**src/hdl/setm_pkg.sv**
```systemverilog
// Shared types and constants for the Sobel edge threshold mask unit.
`default_nettype none

package setm_pkg;

    localparam int RGB_W         = 8;
    localparam int GREY_W        = 8;
    localparam int ROW_W         = 13;
    localparam int OUT_COL_W     = 10;
    localparam int OUT_ROW_W     = 12;
    localparam int S_TDATA_W     = 24;
    localparam int M_TDATA_W     = 24;
    localparam int CFG_IDX_W     = 8;
    localparam int CFG_DATA_W    = 13;
    localparam int FWIDTH_CFG_W  = 11;
    localparam int MAX_HEIGHT    = 4096;
    localparam int WIDTH_RST     = 640;
    localparam int HEIGHT_RST    = 480;

    // grey = (30r + 59g + 11b) / 100, divide done as multiply by 5243 >> 19
    localparam int GREY_SUM_W    = 15;
    localparam int GREY_PROD_W   = 28;
    localparam int GREY_KR       = 30;
    localparam int GREY_KG       = 59;
    localparam int GREY_KB       = 11;
    localparam int DIV100_MUL    = 5243;
    localparam int DIV100_SHIFT  = 19;

    localparam int SUM_W         = 10;
    localparam int DIFF_W        = 11;
    localparam int MAG_W         = 22;
    localparam int EDGE_LIMIT    = 20014;

    typedef enum logic [CFG_IDX_W-1:0] {
        REG_FRAME_WIDTH  = 8'd0,
        REG_FRAME_HEIGHT = 8'd1
    } cfg_reg_t;

    typedef logic [GREY_W-1:0] grey_t;

    typedef struct packed {
        grey_t older;
        grey_t newer;
    } line_entry_t;

    typedef struct packed {
        logic top_ok;
        logic bot_ok;
        logic left_ok;
        logic right_ok;
    } win_mask_t;

    typedef struct packed {
        logic                 prod;
        logic                 last;
        logic [OUT_COL_W-1:0] col;
        logic [OUT_ROW_W-1:0] row;
        win_mask_t            mask;
    } pix_info_t;

endpackage

`default_nettype wire

```
**src/hdl/setm_grey.sv**
```systemverilog
// RGB to grey conversion with divide by 100 through a reciprocal multiply.
`default_nettype none

module setm_grey (
    input  logic [setm_pkg::RGB_W-1:0] red,
    input  logic [setm_pkg::RGB_W-1:0] green,
    input  logic [setm_pkg::RGB_W-1:0] blue,
    input  logic                       flush,
    output setm_pkg::grey_t            grey
);
    import setm_pkg::*;

    logic [GREY_SUM_W-1:0]  wsum;
    logic [GREY_PROD_W-1:0] scaled;

    assign wsum = GREY_SUM_W'(GREY_KR) * GREY_SUM_W'(red)
                + GREY_SUM_W'(GREY_KG) * GREY_SUM_W'(green)
                + GREY_SUM_W'(GREY_KB) * GREY_SUM_W'(blue);

    assign scaled = GREY_PROD_W'(wsum) * GREY_PROD_W'(DIV100_MUL);

    assign grey = flush ? '0 : scaled[DIV100_SHIFT +: GREY_W];

endmodule

`default_nettype wire

```
**config.mk**
```make
export PLATFORM = sky130hd
export DESIGN_NAME = setm_grey
export DESIGN_NICKNAME = d
export VERILOG_FILES = /design/src/hdl/setm_pkg.sv /design/src/hdl/setm_grey.sv
export SDC_FILE = /design/constraint.sdc
export NUM_CORES = 1
export LEC_CHECK = 0
export BUFFER_PORTS_ARGS = -buffer_cell sky130_fd_sc_hd__buf_2
export CAP_MARGIN = 20
export CORE_ASPECT_RATIO = 0.5
export CORE_UTILIZATION = 60
export DETAILED_ROUTE_END_ITERATION = 12
export PLACE_DENSITY = 0.78
export SLEW_MARGIN = 20
export SYNTH_ARGS = -nofsm -noshare
export SYNTH_HDL_FRONTEND = slang
export SYNTH_SLANG_ARGS = --single-unit
export TNS_END_PERCENT = 50
```
**constraint.sdc**
```tcl
create_clock -name vclk -period 10.24
set_clock_uncertainty 0.1 [all_clocks]
set_input_delay 1.024 -clock vclk [all_inputs]
set_output_delay 1.024 -clock vclk [all_outputs]
set_load 0.02 [all_outputs]
```
======== After elaboration in Yosys (flattened, before gate mapping) ========
Cells that the tools add are included.
cells by class
  add/sub/neg operators ................... 2
  multipliers ............................. 4
  multiplexer cells ....................... 1
operators with widths
  kind                                                                   number
  15-bit by 13-bit multiplier with 27-bit output, second input constant  1
  4-bit by 8-bit multiplier with 12-bit output, first input constant     2
  13-bit by 14-bit adder with 15-bit output                              1
  15-bit by 12-bit adder with 15-bit output                              1
  6-bit by 8-bit multiplier with 14-bit output, first input constant     1
  8-bit two-way mux                                                      1
word-level totals
  register bits ........................... 0
  input port bits ......................... 25
  output and inout port bits .............. 8
  word-level logic and storage cells ...... 7

======== Logic depth before layout (Yosys ltp) ========
  depth after elaboration ................. 5
  mapped depth ............................ 41
  gate-level depth less buffers ........... 41

======== Worst setup path after synthesis ========
Ideal clock, no wire load.
  path kind ............................... input port to output port
  start point ............................. in red[0] in the netlist's numbering
  end point ............................... out grey[7]
  arrival time ............................ 10.209 ns
  data required time ...................... 9.116 ns
  path slack .............................. -1.093 ns
  stages .................................. 38
  buffers on the path ..................... 0
  cells stage by stage .................... fa_1 -> fa_1 -> ha_1 -> a21o_1 -> a21oi_1 -> o21bai_1 -> a21oi_1 -> o21bai_1 -> a21oi_1 -> xnor2_1 -> ha_1 -> inv_1 -> fa_1 -> fa_1 -> inv_1 -> ha_1 -> and3_1 -> a21oi_1 -> [2 not listed] -> and2b_1 -> xnor2_4 -> xor2_1 -> ha_1 -> ha_1 -> fa_1 -> fa_1 -> inv_1 -> fa_1 -> inv_1 -> ha_1 -> nand4_1 -> or2_2 -> o311ai_4 -> o21ai_2 -> a211oi_2 -> xnor2_1 -> nor2_1
on the way
  cells in the longest elaborated chain, start to end .. 5
RTL lines
  item                                            line             RTL
  from (decl)                                     setm_grey.sv:5   input logic [setm_pkg::RGB_W-1:0] red,
  4-bit by 8-bit multiplier with 12-bit output    setm_grey.sv:16  assign wsum = GREY_SUM_W'(GREY_KR) * GREY_SUM_W'(red)
  13-bit by 14-bit adder with 15-bit output       setm_grey.sv:17  + GREY_SUM_W'(GREY_KG) * GREY_SUM_W'(green)
  15-bit by 12-bit adder with 15-bit output       setm_grey.sv:18  + GREY_SUM_W'(GREY_KB) * GREY_SUM_W'(blue);
  15-bit by 13-bit multiplier with 27-bit output  setm_grey.sv:20  assign scaled = GREY_PROD_W'(wsum) * GREY_PROD_W'(DIV100_MUL);
  8-bit two-way mux                               setm_grey.sv:22  assign grey = flush ? '0 : scaled[DIV100_SHIFT +: GREY_W];
  to (decl)                                       setm_grey.sv:9   output setm_pkg::grey_t grey
No other way between the ends.

======== Final worst setup path ========
  start point ............................. in red[0] in the netlist's numbering
  end point ............................... out grey[4]
Same word-level chain as after synthesis.

==> impl_metrics.yaml <==
synthesis:
  seq_area_frac_synth: 0
  synth_top_area_cell: "fa_1"
  yosys_warnings: 0
  synth.distinct_cells: 54
  syn-cell-area_um2: 6730
  syn-num-nets: 1025
  yosys-mux-area-fraction: 0.00167
  syn-instance-count: 711
  synth_top_family_by_area: "adder cells"
  yosys-top-cells-count: "inv_1, ha_1, fa_1, nor2_1, xnor2_1"
  synth_fa_ha_area_frac: 0.679
  yosys-top-cells-area: "fa_1, ha_1, inv_1"
  yosysMostFrequentCell: "inv_1"
  synth-xor-area-share: 0.0467
  synth_top_cell_area_share: 0.378
  synth.avg_cell_area_um2: 9.46
  synth_compound_area_frac: 0.0705
  synthSimpleGateAreaFrac: 0.0603
critical_path:
  crit_arrival_ns: 10.18
  crit_slowest_cell: "fa_1"
  worst_setup_path_start_kind: "input pin"
  critPathKind: "in -> out"
  slowest_delay_ns: 0.58
  cp.required_ns: 9.12
  path_buf_inv: 7
  path_max_fanout: 5
  timing.critical_path.max_delay_family: "adder cells"
  cp-end-kind: "output port"
  crit_top_cell: "fa_1"
sta:
  final-hold-violation-count: 0
  maxSlewViolCount: 0
  fmax_mhz: 88.4
  finalSetupViolCount: 8
  rsz0062_at_grt: "yes"
  period_needed_ns: 11.31
  finalCritPeriodShare: 1.10
  tightestPinTransition_ns: 0.508
  max_slew_margin: 0.662
  fin_ws_ns: -1.07
status:
  violations: "negative setup slack"
  status: "finished, violations left"
floorplan:
  die_w_um: 152
  num_rows: 26
  dieArea_um2: 11700
  core-area_um2: 10500
  io_pins: 33
  initial_core_util: 0.638
  die_h_um: 76.9
place:
  globalplace.congestion: 0.908
  post-dp-hpwl_um: 14000
  placed_cells: 1000
  io_buffers: 33
route:
  routedWlPerCell_um: 17.8
  drtIter0Drc: 290
  routed_via_density: 5.34
  drt-total-wl_um: 18100
  detail-route-antenna-nets: 0
  drcViolationCount: 0
  first_pass_iters: 5
  vias: 5432
grt:
  overflow: 0
  first_global_vias: 5897
  grt_max_degree: 10
  track_usage: 0.293
  antenna_found_initial: 0
  grt_pass1_wl_um: 26800
cells_and_area:
  clock_buffers: 0
  finalNetCount: 1194
  regArea_um2: 0
  fin_cells: 1018
  fillers: 537
  drive_gt1_frac: 0.329
  syn2layout_area_growth_pct: 30.7
  seq_cell_count: 0
  n_antenna_cell: 0
  multi_input_area_um2: 6420
run:
  max-cap-violations: 0
cts:
  cts_hold_buf: 0
worst_hold_path:
  holdCritPathClass: "in -> out"
## what timing repair did
action | 4_1_cts | 5_1_grt
resized for setup | 51 | 52
buffers inserted | 10 | 9
pin swaps | 48 | 68
setup endpoints to repair | 8 | 8
## kinds of logic after synthesis
logic type,count (synthesis)
simple gates,78
xor+xnor,32
buf+inv,250
compound gates,61
mux,1
fa+ha+maj,289
## area by class of cell
type                            count  area share
Multi-Input combinational cell    461       0.730
Tap cell                          140      0.0199
Inverter                          248       0.106
Timing Repair Buffer              169       0.144
## placed cells by master, fill, tap and decap left out, types with 3 or more instances in the layout
master	count
inv_1	221
ha_1	137
buf_4	128
fa_1	121
inv_2	26
buf_2	26
ha_4	24
buf_6	14
nor2_1	13
xnor2_1	11
xor2_1	10
nand2_1	10
a21oi_2	9
nor3_1	7
a21oi_1	6
nor2b_1	6
fa_2	6
nor2_2	5
o21bai_1	5
a21o_1	5
nand3_2	5
xnor2_4	5
xnor2_2	4
nor2_4	3
o21ai_1	3
o21ai_2	3
o311ai_0	3
o21ai_0	3
nand4_1	3
o21a_1	3
## path summary, 6_finish.rpt
path    from       to  slack (ns)  depth (start not counted)
max   red[0]  grey[4]       -1.07                         41
min    flush  grey[7]        2.31                          3
## stage by stage
| stage | setup WS [ns] | utilization | TNS [ns] | instance area (µm²) | hold slack [ns] |
|---|---|---|---|---|---|
| after floorplan | -0.482 | - | -2.85 | 6980 | 2.16 |
| after global placement | -0.919 | 0.777 | -6.20 | 8190 | 2.33 |
| after CTS | -0.991 | 0.803 | -6.99 | 8460 | 2.32 |
| after detailed placement | -1.11 | 0.777 | -7.75 | 8190 | 2.33 |
| final | -1.07 | 0.834 | -7.60 | 8790 | 2.31 |
| after global routing | -1.39 | 0.834 | -10.23 | 8790 | 2.35 |
## worst min-delay path, delay by kind of cell
family | cells | cell delay, ns
buffers and inverters | 2 | 0.31
AND/OR/NAND/NOR | 1 | 0.05
## metal layers
| metal | global-route usage | wire length [µm] |
|---|---|---|
| met5 | 0 | 0 |
| met4 | 0.0366 | 516 |
| met3 | 0.00952 | 817 |
| met2 | 0.567 | 9320 |
| met1 | 0.370 | 7470 |
Power is left out: the tool's default activity adds up to more than one toggle a clock period on the data nets, which glitch-free logic cannot reach.
