**src/hdl/setm_pkg.sv**
```systemverilog
// Shared types and constants for the Sobel edge threshold mask unit.
`default_nettype none

package setm_pkg;

    localparam int RGB_W         = 8;
    localparam int GREY_W        = 8;
    localparam int ROW_W         = 13;
    localparam int OUT_COL_W     = 10;
    localparam int OUT_ROW_W     = 12;
    localparam int S_TDATA_W     = 24;
    localparam int M_TDATA_W     = 24;
    localparam int CFG_IDX_W     = 8;
    localparam int CFG_DATA_W    = 13;
    localparam int FWIDTH_CFG_W  = 11;
    localparam int MAX_HEIGHT    = 4096;
    localparam int WIDTH_RST     = 640;
    localparam int HEIGHT_RST    = 480;

    // grey = (30r + 59g + 11b) / 100, divide done as multiply by 5243 >> 19
    localparam int GREY_SUM_W    = 15;
    localparam int GREY_PROD_W   = 28;
    localparam int GREY_KR       = 30;
    localparam int GREY_KG       = 59;
    localparam int GREY_KB       = 11;
    localparam int DIV100_MUL    = 5243;
    localparam int DIV100_SHIFT  = 19;

    localparam int SUM_W         = 10;
    localparam int DIFF_W        = 11;
    localparam int MAG_W         = 22;
    localparam int EDGE_LIMIT    = 20014;

    typedef enum logic [CFG_IDX_W-1:0] {
        REG_FRAME_WIDTH  = 8'd0,
        REG_FRAME_HEIGHT = 8'd1
    } cfg_reg_t;

    typedef logic [GREY_W-1:0] grey_t;

    typedef struct packed {
        grey_t older;
        grey_t newer;
    } line_entry_t;

    typedef struct packed {
        logic top_ok;
        logic bot_ok;
        logic left_ok;
        logic right_ok;
    } win_mask_t;

    typedef struct packed {
        logic                 prod;
        logic                 last;
        logic [OUT_COL_W-1:0] col;
        logic [OUT_ROW_W-1:0] row;
        win_mask_t            mask;
    } pix_info_t;

endpackage

`default_nettype wire

```
**src/hdl/setm_window.sv**
```systemverilog
// 3x3 grey window, Sobel sums and squared-magnitude threshold.
`default_nettype none

module setm_window (
    input  logic                clk,
    input  logic                en,
    input  setm_pkg::grey_t     top_in,
    input  setm_pkg::grey_t     mid_in,
    input  setm_pkg::grey_t     bot_in,
    input  setm_pkg::win_mask_t mask,
    output logic                is_edge
);
    import setm_pkg::*;

    grey_t win_reg [3][3];  // [column][row], column 0 is left, row 0 is top
    grey_t m [3][3];

    logic [SUM_W-1:0]         lsum;
    logic [SUM_W-1:0]         rsum;
    logic [SUM_W-1:0]         tsum;
    logic [SUM_W-1:0]         bsum;
    logic signed [DIFF_W-1:0] s1;
    logic signed [DIFF_W-1:0] s2;
    logic [MAG_W-1:0]         mag;

    always_ff @(posedge clk)
    begin
        if (en)
        begin
            win_reg[0]    <= win_reg[1];
            win_reg[1]    <= win_reg[2];
            win_reg[2][0] <= top_in;
            win_reg[2][1] <= mid_in;
            win_reg[2][2] <= bot_in;
        end
    end

    always_comb
    begin
        for (int c = 0; c < 3; c++)
        begin
            for (int r = 0; r < 3; r++)
            begin
                if ((c == 0 && !mask.left_ok) || (c == 2 && !mask.right_ok) ||
                    (r == 0 && !mask.top_ok) || (r == 2 && !mask.bot_ok))
                begin
                    m[c][r] = '0;
                end
                else
                begin
                    m[c][r] = win_reg[c][r];
                end
            end
        end
    end

    assign lsum = SUM_W'(m[0][0]) + SUM_W'({m[0][1], 1'b0}) + SUM_W'(m[0][2]);
    assign rsum = SUM_W'(m[2][0]) + SUM_W'({m[2][1], 1'b0}) + SUM_W'(m[2][2]);
    assign bsum = SUM_W'(m[0][2]) + SUM_W'({m[1][2], 1'b0}) + SUM_W'(m[2][2]);
    assign tsum = SUM_W'(m[0][0]) + SUM_W'({m[1][0], 1'b0}) + SUM_W'(m[2][0]);

    assign s1 = $signed({1'b0, lsum}) - $signed({1'b0, rsum});
    assign s2 = $signed({1'b0, bsum}) - $signed({1'b0, tsum});

    assign mag = MAG_W'(MAG_W'(s1) * MAG_W'(s1)) + MAG_W'(MAG_W'(s2) * MAG_W'(s2));

    assign is_edge = (mag >= MAG_W'(EDGE_LIMIT));

endmodule

`default_nettype wire
```
**config.mk**
```make
export PLATFORM = sky130hd
export DESIGN_NAME = setm_window
export DESIGN_NICKNAME = d
export VERILOG_FILES = /design/src/hdl/setm_pkg.sv /design/src/hdl/setm_window.sv
export SDC_FILE = /design/constraint.sdc
export NUM_CORES = 1
export LEC_CHECK = 0
export BUFFER_PORTS_ARGS = -buffer_cell sky130_fd_sc_hd__buf_2
export CORE_MARGIN = 2
export CORE_UTILIZATION = 55
export CTS_BUF_LIST = sky130_fd_sc_hd__clkbuf_4
export DETAILED_ROUTE_END_ITERATION = 12
export PLACE_DENSITY_LB_ADDON = 0.05
export SYNTH_ARGS = -nofsm -noshare
export SYNTH_HDL_FRONTEND = slang
export SYNTH_SLANG_ARGS = --single-unit
```
**constraint.sdc**
```tcl
create_clock -name clk -period 21.1 [get_ports clk]
set_input_delay 2.11 -clock clk [delete_from_list [all_inputs] [get_ports clk]]
set_output_delay 2.11 -clock clk [all_outputs]
set_load 0.005 [all_outputs]
```
; ---- Word level (Yosys, flattened, before mapping)
; Memory sizes are Yosys's and may differ from the RTL's.
; Index checks and enable logic that the tools add are counted.
[classes]
add_sub_neg = 11
multipliers = 2
magnitude_cmp = 1
mux = 10
reduce_logical = 8
[ops]
columns = cell, n
row1 = 8-bit 2-to-1 mux, 8
row2 = 11-bit by 11-bit multiplier with 22-bit output, 2
row3 = 10-bit by 8-bit adder with 10-bit output, 4
row4 = 8-bit by 9-bit adder with 10-bit output, 4
row5 = 22-bit adder, 1
row6 = "22-bit by 15-bit greater-or-equal comparator with 1-bit output, second input constant", 1
row7 = 10-bit by 10-bit subtractor with 11-bit output, 2
row8 = 1-bit zero test, 4
row9 = 1-bit logical OR, 4
row10 = 1-bit 2-to-1 mux, 2
[word_totals]
n_memories = 1
ram_bits = 72
out_inout_bits = 1
register_bits = 0
elab_cells = 33
in_bits = 30
[mem_list]
columns = memory, depth, width, rd, rd_clocked_by_memory_dff, wr, line_no
row1 = win_reg, 3, 24, 3, 0, 3, setm_window.sv:15  ; grey_t win_reg [3][3];

; ---- Depth between registers and ports, before layout
[depth]
word_depth = 9
depth_mapped = 42
mapped_depth_nobuf = 41

; ---- Worst setup path after synthesis
; OpenSTA, ideal clock, no wires.
[synth_timing]
path_type = input port to output port
start = in mask[1] (netlist name)
end = out is_edge
arrival_time_ps = 11611
required_ps = 18990
path_stages = 38
path_buffers = 3
slack_ps = 7379
cell_sequence = clkbuf_1 clkbuf_1 nand3_1 fa_1 inv_1 fa_1 fa_1 ha_1 inv_1 fa_1 nor2b_1 o21ai_1 a21boi_0 o21ai_1 nand2_1 xor2_1 buf_2 nand2_1 [2 not listed] fa_1 inv_1 fa_1 inv_1 fa_1 fa_1 fa_1 inv_1 fa_1 inv_1 ha_1 a211o_1 o211a_1 a21o_2 o21ai_2 a31oi_2 mux2i_1 or4_1
[synth_between]
elab_chain_cells = 9
[synth_lines]
columns = element, line_no
row1 = from (decl), setm_window.sv:10  ; input setm_pkg::win_mask_t mask,
row2 = 1-bit zero test, n/a
row3 = 1-bit logical OR (on tied branches), "setm_window.sv:44, setm_window.sv:45"
row4 = 8-bit 2-to-1 mux, setm_window.sv:44  ; if ((c == 0 && !mask.left_ok) || (c == 2 && !mask.right_ok) ||
row5 = 8-bit by 9-bit adder with 10-bit output (on tied branches), "setm_window.sv:57, setm_window.sv:59, setm_window.sv:60"
row6 = 10-bit by 8-bit adder with 10-bit output (on tied branches), "setm_window.sv:57, setm_window.sv:59, setm_window.sv:60"
row7 = 10-bit by 10-bit subtractor with 11-bit output (on tied branches), "setm_window.sv:62, setm_window.sv:63"
row8 = 11-bit by 11-bit multiplier with 22-bit output, setm_window.sv:65  ; assign mag = MAG_W'(MAG_W'(s1) * MAG_W'(s1)) + MAG_W'(MAG_W'(s2) * MAG_W'(s2));
row9 = 22-bit adder *, setm_window.sv:65
row10 = 22-bit by 15-bit greater-or-equal comparator with 1-bit output *, setm_window.sv:67  ; assign is_edge = (mag >= MAG_W'(EDGE_LIMIT));
row11 = to (decl), setm_window.sv:11  ; output logic is_edge
; Mark *: on every way between the ends. The rest lies on a longest branch, timed or not.

; ---- Worst setup path in the final report
; Same ends and word-level chain as after synthesis.

==> flow_results.xml <==
<?xml version="1.0" encoding="UTF-8"?>
<metrics>
  <group name="die">
    <metric name="die-area" unit="µm²">25550</metric>
    <metric name="fp.coreArea" unit="µm²">24110</metric>
    <metric name="fp.dieW" unit="µm">159.9</metric>
    <metric name="rows" unit="">57</metric>
    <metric name="floorplan.initialDensity" unit="%">55.42</metric>
    <metric name="fp.dieH" unit="µm">159.9</metric>
    <metric name="design.portCount" unit="">31</metric>
  </group>
  <group name="clock_network">
    <metric name="cts_setup_buffers" unit="">0</metric>
    <metric name="cts_made_buffers" unit="">9</metric>
    <metric name="clock_path_buffers" unit="">2</metric>
    <metric name="cts_resized" unit="">0</metric>
    <metric name="clk_pin_slew" unit="ns">0.12</metric>
    <metric name="clock_sinks" unit="">72</metric>
    <metric name="number_of_h_tree_levels" unit="">3</metric>
    <metric name="clk-insertion-delay-late" unit="ns">0.43</metric>
    <metric name="cts_tree" unit="">yes</metric>
    <metric name="cts_hold_repair.buffers" unit="">0</metric>
    <metric name="root_buffer" unit="">clkbuf_4</metric>
  </group>
  <group name="worst_hold_path">
    <metric name="min_delay_worst_endpoint" unit="">win_reg[0][9]</metric>
    <metric name="holdPathStages" unit="">0</metric>
    <metric name="min_from" unit="">win_reg[1][9]</metric>
    <metric name="worst_hold_check_path_type" unit="">register to register</metric>
  </group>
  <group name="sta">
    <metric name="timing.final.crit_period" unit="ns">14.52</metric>
    <metric name="rsz_0062_raised_after_global_routing" unit="">no</metric>
    <metric name="final-max-slew-violation-count" unit="">0</metric>
    <metric name="setup-violations-final" unit="">0</metric>
    <metric name="final_setup_skew" unit="ns">0.01314</metric>
    <metric name="max_freq" unit="MHz">68.87</metric>
    <metric name="worst_hold_slack" unit="ns">0.4304</metric>
    <metric name="fin_crit_sh" unit="%">68.82</metric>
    <metric name="hold_viol_final" unit="">0</metric>
    <metric name="timing.setup.tns" unit="ns">0</metric>
    <metric name="setup_ws" unit="ns">6.579</metric>
    <metric name="slew_headroom" unit="%">40.91</metric>
    <metric name="worst_pin_slew" unit="ns">0.8833</metric>
  </group>
  <group name="global_routing">
    <metric name="grt.met2_usage" unit="%">39.30</metric>
    <metric name="grt_use_total" unit="%">23.08</metric>
    <metric name="grt_first_pass_wirelength" unit="µm">46600</metric>
    <metric name="first_global_vias" unit="">9337</metric>
    <metric name="top_usage_layer" unit="">met2</metric>
    <metric name="grt_antenna_before_repair" unit="">0</metric>
    <metric name="grt_use_met1" unit="%">32.62</metric>
    <metric name="grt.met3_usage" unit="%">2.727</metric>
    <metric name="grt_start_max_net_pins" unit="">73</metric>
    <metric name="grt_overflow" unit="">0</metric>
  </group>
  <group name="critical_path">
    <metric name="endpoint_kind" unit="">output pin</metric>
    <metric name="crit_path_max_fanout" unit="">20</metric>
    <metric name="slowest_stage" unit="">fa_1</metric>
    <metric name="worst-r2r-setup-slack" unit="ns">20.35</metric>
    <metric name="timing.setup.critical_path_class" unit="">input port to output pin</metric>
    <metric name="timing.critical_path.required" unit="ns">18.99</metric>
    <metric name="crit_path_frequent_cell" unit="">fa_1</metric>
    <metric name="timing.critical_path.from_type" unit="">input port</metric>
    <metric name="timing.rr.end" unit="">win_reg[1][16]</metric>
    <metric name="critical_path_arrival" unit="ns">12.41</metric>
    <metric name="worstRegToRegCells" unit="">0</metric>
    <metric name="cpPeakStageDelay" unit="ns">0.58</metric>
    <metric name="regToRegStartpoint" unit="">win_reg[2][16]</metric>
  </group>
  <group name="routing">
    <metric name="via_per_inst" unit="">5.150</metric>
    <metric name="final_antenna_net_count" unit="">0</metric>
    <metric name="first_pass_iters" unit="">5</metric>
    <metric name="detail_route.wl_per_cell" unit="µm">16.06</metric>
    <metric name="drt-total-wl" unit="µm">26220</metric>
    <metric name="vias" unit="">8404</metric>
    <metric name="drcViolationCount" unit="">0</metric>
    <metric name="drt_iter0_drc" unit="">354</metric>
  </group>
  <group name="logic_synthesis">
    <metric name="ys.flop_type" unit="">edfxtp_1</metric>
    <metric name="yosys_register_bits" unit="">72</metric>
    <metric name="synth_area_per_cell" unit="µm²">10.46</metric>
    <metric name="synth_seq_area_share" unit="%">16.18</metric>
    <metric name="synthesis.instances" unit="">1277</metric>
    <metric name="async_flop_share" unit="%">0</metric>
    <metric name="yosys_warn_count" unit="">0</metric>
    <metric name="post_synth_num_cell_types" unit="">61</metric>
    <metric name="edff_count_synth" unit="">72</metric>
    <metric name="synthesis.area" unit="µm²">13360</metric>
    <metric name="mappedNetlistNets" unit="">1706</metric>
  </group>
  <group name="finish">
    <metric name="layout_common_cells" unit="">343 x inv_1, 298 x fa_1, 101 x ha_1, 90 x nand2_1, 72 x edfxtp_1</metric>
    <metric name="largest_reg_flops" unit="">72</metric>
    <metric name="proportion_of_layout_cells_with_a_drive_suffix_above_1" unit="%">6.346</metric>
    <metric name="layout.nets" unit="">1732</metric>
    <metric name="filler_cell_count" unit="">2189</metric>
    <metric name="layout.cells.most_common" unit="">inv_1</metric>
    <metric name="num_antenna_cells" unit="">0</metric>
    <metric name="flow.area_growth_from_synthesis" unit="%">5.216</metric>
  </group>
  <group name="place">
    <metric name="dp_hpwl" unit="µm">22370</metric>
    <metric name="preCtsSetupSlack" unit="ns">6.580</metric>
    <metric name="place.port_buffers" unit="">30</metric>
    <metric name="gp_routability_congestion" unit="">0.8564</metric>
  </group>
  <group name="status">
    <metric name="run_status" unit="">finished, final reports clean</metric>
  </group>
  <group name="job">
    <metric name="maxCapViolCount" unit="">0</metric>
  </group>
</metrics>
==> kinds of logic (layout without fill, tap and decap cells) <==
kind of cell | Yosys count | after routing | synth area share, %
xor+xnor | 40 | 40 | 2.735
mux | 5 | 5 | 0.3840
buf+inv | 371 | 402 | 10.52
flops | 72 | 72 | 16.18
fa+ha+maj | 399 | 399 | 54.11
simple gates | 300 | 300 | 11.41
compound gates | 90 | 90 | 4.664
==> cell usage after synthesis (all sizes together), types with 2 or more instances <==
cell type    n  area [µm²]
a31oi        6       43.79
nand3b       3       22.52
ha         101        1264
clkbuf      18       67.56
nor3         9       50.05
a21oi       25       136.4
nand3       23       115.1
a21o        13       101.4
buf          8       42.54
nor2        47       178.9
a21boi       4       33.78
xor2        12       120.1
or3          3       18.77
fa         298        5966
mux2i        4       40.04
and2        58       362.9
or2          2       12.51
nand2       90       337.8
o21a         5       37.54
nand4        2       12.51
o21ai       22       113.9
edfxtp      72        2162
xnor2       28       245.2
a31o         2       17.52
o31ai        2       20.02
and4         3       28.78
nor2b       10       62.56
nand2b      21       131.4
o2111ai      2       23.77
inv        345        1295
and3        24       150.1
==> critical path: cells and delay by family <==
| family | cells | cell delay, ns |
|---|---|---|
| adder cells (fa/ha/maj) | 13 | 5.90 |
| AO/OA/AOI/OAI | 7 | 1.55 |
| buffers and inverters | 9 | 0.81 |
| multiplexers | 1 | 0.24 |
| AND/OR/NAND/NOR | 7 | 1.78 |
==> per-layer routing <==
metal	routed length, µm	vias to the layer above
li1	-	3901
met1	11960	4334
met3	854	32
met4	449	0
met5	0	-
met2	12960	137
==> worst max-delay path by stage <==
stage	startpoint	endpoint	slack, ns	cells after the start
after floorplan	mask[1]	is_edge	7.38	38
after global placement	mask[1]	is_edge	6.75	37
after detailed placement	mask[0]	is_edge	6.58	37
after CTS	mask[0]	is_edge	6.55	37
after global routing	mask[0]	is_edge	5.87	37
final	mask[1]	is_edge	6.58	37
==> per-stage QoR <==
stage	instance area [µm²]	std cells	utilization, %
finish	14060	1632	58.32
global route	14060	1632	58.32
CTS	14060	1632	58.32
detailed placement	13890	1616	57.61
global placement	13890	1616	57.61
floorplan	13360	1277	-
==> cell type report <==
cell class	count	area, µm²	area share, %
Clock inverter	7	101.3	0.7210
Multi-Input combinational cell	834	9793	69.67
Inverter	345	1295	9.212
Clock buffer	9	67.56	0.4806
Sequential cell	72	2162	15.38
Tap cell	324	405.4	2.884
Timing Repair Buffer	41	232.7	1.656
Power is not shown: default switching activity piles up to over one toggle a cycle in this logic, so the estimate is an artifact.
